[src/iom_pkg.sv]
// Shared constants, codes and types for the interval overlap matcher.
`timescale 1ns / 1ps
package iom_pkg;

  localparam int TABLE_DEPTH = 256;
  localparam int TIME_W      = 32;
  localparam int IDX_W       = $clog2(TABLE_DEPTH);
  localparam int CNT_W       = $clog2(TABLE_DEPTH + 1);
  localparam int OVL_W       = TIME_W + 1;
  localparam int ADDR_W      = 3;
  localparam int RIDX_W      = ADDR_W - 2;

  // operation codes
  localparam logic [1:0] OP_LOAD  = 2'd0;
  localparam logic [1:0] OP_CLEAR = 2'd1;
  localparam logic [1:0] OP_QUERY = 2'd2;

  // status codes
  localparam logic [1:0] ST_OK      = 2'd0;
  localparam logic [1:0] ST_FULL    = 2'd1;
  localparam logic [1:0] ST_NOMATCH = 2'd2;
  localparam logic [1:0] ST_CLEARED = 2'd3;

  // pick strategies; bit 1 set means largest overlap
  localparam logic [1:0] PICK_FIRST   = 2'd0;
  localparam logic [1:0] PICK_LAST    = 2'd1;
  localparam logic [1:0] PICK_LARGEST = 2'd2;

  // register index
  localparam logic [RIDX_W-1:0] REG_PICK = RIDX_W'(0);

  typedef enum logic [1:0] {
    S_IDLE,
    S_WALK,
    S_RESP
  } state_t;

  // write into one cell of the table
  typedef struct packed {
    logic              we;
    logic [IDX_W-1:0]  idx;
    logic [TIME_W-1:0] s_time;
    logic [TIME_W-1:0] e_time;
  } load_t;

  // query token passed down the row of cells
  typedef struct packed {
    logic [TIME_W-1:0] s_time;
    logic [TIME_W-1:0] e_time;
    logic [CNT_W-1:0]  cnt;
    logic [IDX_W-1:0]  idx;
    logic [OVL_W-1:0]  ovl;
  } tok_t;

  typedef struct packed {
    logic [1:0]        status;
    logic              found;
    logic [IDX_W-1:0]  idx;
    logic [CNT_W-1:0]  cnt;
    logic [OVL_W-1:0]  ovl;
    logic [OVL_W-1:0]  tlen;
  } res_t;

endpackage

[src/iom_cell.sv]
// One table entry: holds a reference interval and updates the passing query token.
`timescale 1ns / 1ps
module iom_cell import iom_pkg::*; (
  input  logic              clk,
  input  logic              rst_n,
  input  logic [IDX_W-1:0]  cell_idx,
  input  logic [CNT_W-1:0]  entry_count,
  input  logic [1:0]        pick,
  input  load_t             wr,
  input  logic              tok_vld_in,
  input  tok_t              tok_in,
  output logic              tok_vld_out,
  output tok_t              tok_out
);

  logic [TIME_W-1:0] ref_s_r;
  logic [TIME_W-1:0] ref_e_r;
  logic              tok_vld_r;
  tok_t              tok_r;
  tok_t              tok_nxt;
  logic              active;
  logic [TIME_W-1:0] lo;
  logic [TIME_W-1:0] hi;
  logic              hit;
  logic              take;
  logic [OVL_W-1:0]  ov;

  always_ff @(posedge clk) begin
    if (wr.we && (wr.idx == cell_idx)) begin
      ref_s_r <= wr.s_time;
      ref_e_r <= wr.e_time;
    end
  end

  always_comb begin
    active = ({1'b0, cell_idx} < entry_count);
    lo     = (tok_in.s_time >= ref_s_r) ? tok_in.s_time : ref_s_r;
    hi     = (tok_in.e_time <= ref_e_r) ? tok_in.e_time : ref_e_r;
    // reversed target or entry lands here with lo above hi
    hit    = tok_vld_in && active && (lo <= hi);
    ov     = {1'b0, hi} - {1'b0, lo} + OVL_W'(1);
    take   = hit && ((tok_in.cnt == '0) || (pick == PICK_LAST) ||
                     (pick[1] && (ov > tok_in.ovl)));
    tok_nxt = tok_in;
    if (take) begin
      tok_nxt.idx = cell_idx;
      tok_nxt.ovl = ov;
    end
    if (hit) begin
      tok_nxt.cnt = tok_in.cnt + CNT_W'(1);
    end
  end

  always_ff @(posedge clk) begin
    if (!rst_n) begin
      tok_vld_r <= 1'b0;
    end else begin
      tok_vld_r <= tok_vld_in;
    end
  end

  always_ff @(posedge clk) begin
    tok_r <= tok_nxt;
  end

  assign tok_vld_out = tok_vld_r;
  assign tok_out     = tok_r;

endmodule

[config.mk]
export PLATFORM = sky130hd
export DESIGN_NAME = iom_cell
export DESIGN_NICKNAME = d
export VERILOG_FILES = /design/src/iom_pkg.sv /design/src/iom_cell.sv
export SDC_FILE = /design/constraint.sdc
export NUM_CORES = 1
export LEC_CHECK = 0
export ABC_AREA = 1
export ABC_CLOCK_PERIOD_IN_PS = 13700
export BUFFER_PORTS_ARGS = -buffer_cell sky130_fd_sc_hd__buf_2
export CELL_PAD_IN_SITES_DETAIL_PLACEMENT = 1
export CELL_PAD_IN_SITES_GLOBAL_PLACEMENT = 1
export CORE_MARGIN = 2
export CORE_UTILIZATION = 41
export DETAILED_ROUTE_END_ITERATION = 6
export PLACE_DENSITY_LB_ADDON = 0.12
export SKIP_CTS_REPAIR_TIMING = 1
export SLEW_MARGIN = 10
export SYNTH_ARGS = -nofsm -noshare
export SYNTH_HDL_FRONTEND = slang
export SYNTH_SLANG_ARGS = --single-unit
[constraint.sdc]
create_clock -name clk -period 13.7 [get_ports clk]
set_clock_uncertainty 0.15 [all_clocks]
set_input_delay 0.685 -clock clk [delete_from_list [all_inputs] [get_ports clk]]
set_output_delay 0.685 -clock clk [all_outputs]
set_load 0.005 [all_outputs]
==> results of run 1 <==
-- cell usage in the layout (no fill, tap or decap), types with 10 or more instances in the layout --
| master | instances |
|---|---|
| nand2_1 | 527 |
| buf_2 | 323 |
| inv_1 | 294 |
| ha_1 | 199 |
| nand3_1 | 154 |
| dfxtp_1 | 115 |
| a21oi_1 | 98 |
| nor2_1 | 79 |
| o21ai_0 | 68 |
| edfxtp_1 | 64 |
| nand4_1 | 23 |
| xor2_1 | 20 |
| nor3_1 | 18 |
| clkbuf_16 | 17 |
| o21ai_2 | 10 |
-- where the power goes --
| part | total (mW) | internal (mW) | switching (mW) |
|---|---|---|---|
| logic | 0.538 | 0.194 | 0.345 |
| registers | 0.588 | 0.581 | 0.00731 |
| clock network | 0.494 | 0.260 | 0.234 |
-- synthesized netlist by cell type --
| cell type | n |
|---|---|
| inv_1 | 294 |
| dfxtp_1 | 115 |
| buf_6 | 10 |
| xor2_1 | 20 |
| nor4_1 | 5 |
| o22ai_1 | 2 |
| a21oi_1 | 98 |
| nor3_1 | 18 |
| clkbuf_1 | 13 |
| nand2_1 | 528 |
| fa_1 | 1 |
| buf_4 | 3 |
| a21oi_4 | 1 |
| and2_1 | 1 |
| a211oi_2 | 1 |
| o21ai_2 | 10 |
| nand2_2 | 2 |
| a22o_1 | 1 |
| nand3b_1 | 1 |
| nor2_1 | 79 |
| ha_1 | 199 |
| o211ai_1 | 3 |
| xnor2_1 | 1 |
| a21o_1 | 3 |
| edfxtp_1 | 64 |
| o21ai_0 | 68 |
| nor3_2 | 3 |
| nand4_1 | 23 |
| nand3_1 | 156 |
| a221oi_1 | 1 |
| o21a_1 | 4 |
| o21bai_1 | 3 |
| buf_2 | 12 |
-- logic make-up after synthesis --
kind of cell,count (synthesis),share of synthesized area (%)
flip-flops,179,33.2
buffers and inverters,332,10.6
AND/OR/NAND/NOR,816,26.6
AO/OA/AOI/OAI,195,8.45
adder cells (fa/ha/maj),200,19.7
XOR/XNOR,21,1.45
-- registers in the layout, summed over array words and instances (netlist names) --
signal       count
ref_e_r         32
ref_s_r         32
tok_out        114
tok_vld_out      1
-- per-layer routing --
metal,vias up,wire length [um]
met5,-,27
met4,4,697
met3,45,1950
met2,264,18600
met1,5767,18100
li1,6217,-
-- final cells by class --
| class | instances | area (um^2) |
|---|---|---|
| clock inverter | 14 | 145 |
| inverter | 294 | 1100 |
| fill | 4064 | 15400 |
| timing repair buffer | 329 | 1660 |
| sequential | 179 | 4220 |
| tap | 396 | 495 |
| clock buffer | 18 | 439 |
| multi-input combinational | 1232 | 7170 |
-- how the worst max path moves through the flow --
stage,slack [ns],endpoint,start
floorplan,5.74,ref_e_r[0]$_DFFE_PP_,wr[65]
global placement,6.62,tok_out[15]$_DFF_P_,tok_in[81]
detailed placement,6.32,tok_out[32]$_DFF_P_,tok_in[81]
CTS,6.68,tok_out[35]$_DFF_P_,ref_e_r[31]$_DFFE_PP_
global route,5.93,tok_out[40]$_DFF_P_,ref_e_r[31]$_DFFE_PP_
finish,6.76,tok_out[35]$_DFF_P_,ref_e_r[31]$_DFFE_PP_
==> impl_metrics.json, run 1 <==
{
  "setup_viol": 0,
  "die-area_um2": 32500,
  "crit_family": "simple AND/OR/NAND/NOR gates",
  "clock_sinks": 179,
  "hold_path_class": "in2reg",
  "synth.avg_cell_area_um2": 7.30,
  "hp-start": "tok_in[82]",
  "grt_pass1_wl_um": 63900,
  "crit_top_cell": "nand2_1",
  "core_um2": 30600,
  "numCtsBuffers": 17,
  "clockBufferDepth": 2,
  "die-height_um": 180,
  "synthTopCellsByArea": "ha_1 (20%), dfxtp_1 (18%), nand2_1 (16%)",
  "insertion_delay_ns": 0.46,
  "max_freq_mhz": 144,
  "postLayoutCoreUtil_pct": 49.8,
  "drtPass1Iterations": 4,
  "use_met3_pct": 4.71,
  "yosysTopAreaCellShare_pct": 19.6,
  "r2r_start": "ref_e_r[31]$_DFFE_PP_",
  "finalCritPeriodShare_pct": 50.7,
  "arrival_ns": 7.13,
  "fin_cells": 2462,
  "cts_root_buf": "clkbuf_16",
  "rsz0062_at_grt": "false",
  "reg2reg_depth": 40,
  "outcome": "complete, no violations",
  "setup_tns_ns": 0,
  "critPathCaptureType": "flop",
  "placed_cell_area_um2": 14700,
  "crit_path_max_fanout": 62,
  "setup_ws_ns": 6.76,
  "grt_max_degree": 66,
  "synth_nets": 2152,
  "hpwl_um": 32600,
  "antennaDiodeCount": 0,
  "drtAntennaViolNets": 0,
  "die_x_um": 180,
  "place.gp.congestion": 0.889,
  "hold_end": "tok_out[82]$_DFF_P_",
  "areaGrowthSynthToFinish_pct": 19.8,
  "initial_core_util_pct": 41.6,
  "busiest_layer": "met2",
  "crit_type": "reg2reg",
  "maxCapViolCount": 0,
  "htreeDepth": 4,
  "remaining_drc_errors": 0,
  "portBuffers": 323,
  "critPathRequiredTime_ns": 13.89,
  "wire_per_inst_um": 16.0,
  "synth_area_um2": 12700,
  "rows": 64,
  "cp_num_buf_inv": 4,
  "pin_count": 324,
  "fin_nets": 2462,
  "yosys.area.top_type": "ha_1",
  "clkTransAtPathRegs_ns": 0.07,
  "peakVddDrop_uv": 83.2,
  "grt_pass1_vias": 12887,
  "crit_path_start_kind": "flop",
  "post_drt_via_cell_ratio": 4.99,
  "tritoncts": "yes",
  "drt_iter0_drc": 510,
  "slowest_delay_ns": 0.64,
  "syn_inst": 1743,
  "worst_pin_slew_ns": 1.15,
  "finalMaxSlewViolations": 0,
  "grt.total_usage_pct": 24.3,
  "hold_viol": 0,
  "design_area_um2": 15200,
  "dp.cells": 2430,
  "leakage_nw": 8.54,
  "num_vias": 12297,
  "cp_num_cells": 40,
  "cpMaxStageDelayCell": "nand2_2",
  "grtUsageMet2_pct": 41.9,
  "antenna_found_initial": 2,
  "p_per_area_nw_per_um2": 106,
  "timing.rr.end": "tok_out[35]$_DFF_P_",
  "ys_seq_elements": 179,
  "grt_overflow": 0,
  "synth_warnings": 0,
  "r2r_slack_ns": 6.76,
  "dp_slack_ns": 6.32,
  "min_path_cells": 1,
  "finalPower_mw": 1.62,
  "relSlewSlack_pct": 22.9,
  "wirelength_um": 39400,
  "whs_ns": 0.191,
  "drive_gt1_share_pct": 18.5,
  "ys_types": 33,
  "fin_crit_ns": 6.94,
  "met1_usage_pct": 30.9,
  "ys_seq_area_share_pct": 33.2
}
(Power assumes the default switching activity.)
==> run 2, diff against run 1 <==
Settings changed: ABC_CLOCK_PERIOD_IN_PS 13700 to 6800, CORE_UTILIZATION 41 to 39.
Clock period 13.7 ns to 6.8 ns, I/O delays scaled along.
==> impl_metrics.json, run 2 (synthesized netlist as in run 1, its figures left out) <==
{
  "outcome": "complete, no violations",
  "antenna_found_initial": 0,
  "hp-start": "cell_idx[3]",
  "leakage_nw": 9.31,
  "worst_pin_slew_ns": 0.973,
  "setup_viol": 0,
  "grt_max_degree": 66,
  "clkPwrFrac_pct": 29.8,
  "clock_sinks": 179,
  "fin_nets": 2642,
  "fin_crit_ns": 6.36,
  "postLayoutCoreUtil_pct": 53.1,
  "netSwitchingFraction_pct": 36.8,
  "numCtsBuffers": 17,
  "crit_type": "in2reg",
  "grt_pass1_vias": 12784,
  "grt.total_usage_pct": 23.8,
  "arrival_ns": 6.56,
  "cp_num_cells": 35,
  "peakVddDrop_uv": 178,
  "crit_family": "simple AND/OR/NAND/NOR gates",
  "initial_core_util_pct": 39.4,
  "hpwl_um": 33600,
  "die-area_um2": 34100,
  "pwr-share-comb_pct": 35.1,
  "pin_count": 324,
  "wire_per_inst_um": 16.9,
  "portBuffers": 323,
  "dp.cells": 2482,
  "fin_cells": 2688,
  "crit_path_max_fanout": 65,
  "drtPass1Iterations": 4,
  "htreeDepth": 4,
  "reg2reg_depth": 36,
  "layout_common_cells": "nand2_1 (527), buf_2 (323), inv_1 (294)",
  "hold_viol": 0,
  "crit_start": "tok_in[109]",
  "slowest_delay_ns": 0.56,
  "max_freq_mhz": 157,
  "cp_num_buf_inv": 5,
  "areaGrowthSynthToFinish_pct": 34.7,
  "drive_gt1_share_pct": 17.3,
  "critPathCaptureType": "flop",
  "largest_reg_flops": 114,
  "setup_tns_ns": 0,
  "critPathRequiredTime_ns": 7.00,
  "design_area_um2": 17100,
  "crit_path_start_kind": "input port",
  "placed_cell_area_um2": 14800,
  "clockBufferDepth": 2,
  "r2r_start": "ref_s_r[1]$_DFFE_PP_",
  "grt_pass1_wl_um": 63400,
  "switchingPower_mw": 1.25,
  "finalMaxSlewViolations": 0,
  "drt_iter0_drc": 532,
  "rows": 66,
  "tritoncts": "yes",
  "place.gp.congestion": 0.888,
  "die_x_um": 185,
  "wirelength_um": 45400,
  "grt_overflow": 0,
  "cpMaxStageDelayCell": "o21ai_0",
  "relSlewSlack_pct": 35.1,
  "cts_root_buf": "clkbuf_16",
  "post_drt_via_cell_ratio": 4.92,
  "finalCritPeriodShare_pct": 93.5,
  "insertion_delay_ns": 0.46,
  "p_per_area_nw_per_um2": 198,
  "crit_top_cell": "nand2_1",
  "clkTransAtPathRegs_ns": 0.07,
  "hold_path_class": "in2reg",
  "finalPower_mw": 3.39,
  "intPower_mw": 2.14,
  "num_vias": 13231,
  "remaining_drc_errors": 0,
  "endpoint": "tok_out[0]$_DFF_P_",
  "die-height_um": 185,
  "pwr-share-seq_pct": 35.0,
  "antennaDiodeCount": 0,
  "core_um2": 32300,
  "maxCapViolCount": 0,
  "drtAntennaViolNets": 0,
  "final_common_cell": "nand2_1",
  "timing.rr.end": "tok_out[0]$_DFF_P_",
  "r2r_slack_ns": 0.53
}
[run 2: changes by cell type in the layout (fill, tap and decap cells not counted), sizes merged]
cell and change:
bufinv -1, inv +1, dlygate4sd3 +174, buf +6, clkbuf +1, clkinvlp -1
[run 2: cell type report]
cell class                 instances  area [um^2]
inverter                         294         1100
timing repair buffer             509         3480
multi-input combinational       1232         7190
fill                            4161        15200
sequential                       179         4220
clock inverter                    13          138
tap                              442          553
clock buffer                      19          453
[run 2: worst min-delay path by stage]
stage	end	slack [ns]	cells after the start
after global routing	tok_out[36]$_DFF_P_	0.01	3
after detailed placement	tok_out[82]$_DFF_P_	0.32	1
final	tok_out[36]$_DFF_P_	0.008	3
after floorplan	tok_out[100]$_DFF_P_	0.22	0
after global placement	tok_out[82]$_DFF_P_	0.31	1
after CTS	tok_out[82]$_DFF_P_	-0.17	1
[run 2: through the flow]
step	setup slack (ns)	hold WS [ns]
2_1_floorplan	1.70	0.218
3_3_place_gp	0.494	0.309
3_5_place_dp	0.344	0.317
4_1_cts	0.339	-0.170
5_1_grt	-0.0580	0.0140
6_report	0.442	0.00826
[run 2: worst min-delay path, stage by stage]
cell and delay, ns:
buf_2 0.11, nand3_1 0.08, nand2_1 0.06
[run 2: per-layer routing]
metal	GRT usage (%)	wire length (um)	up-vias
li1	-	-	6591
met4	6.05	875	0
met5	0	0	-
met1	30.2	20000	6281
met3	4.58	1850	58
met2	41.5	22600	301
[run 2: power groups by stage]
stage	logic [mW]	clock network, mW	registers (mW)
6_report	1.19	1.01	1.19
5_1_grt	1.35	1.08	1.19
4_1_cts	1.11	1.03	1.19
3_5_place_dp	1.10	0	1.21
3_3_place_gp	1.07	0	1.21
2_1_floorplan	0.685	0	1.22
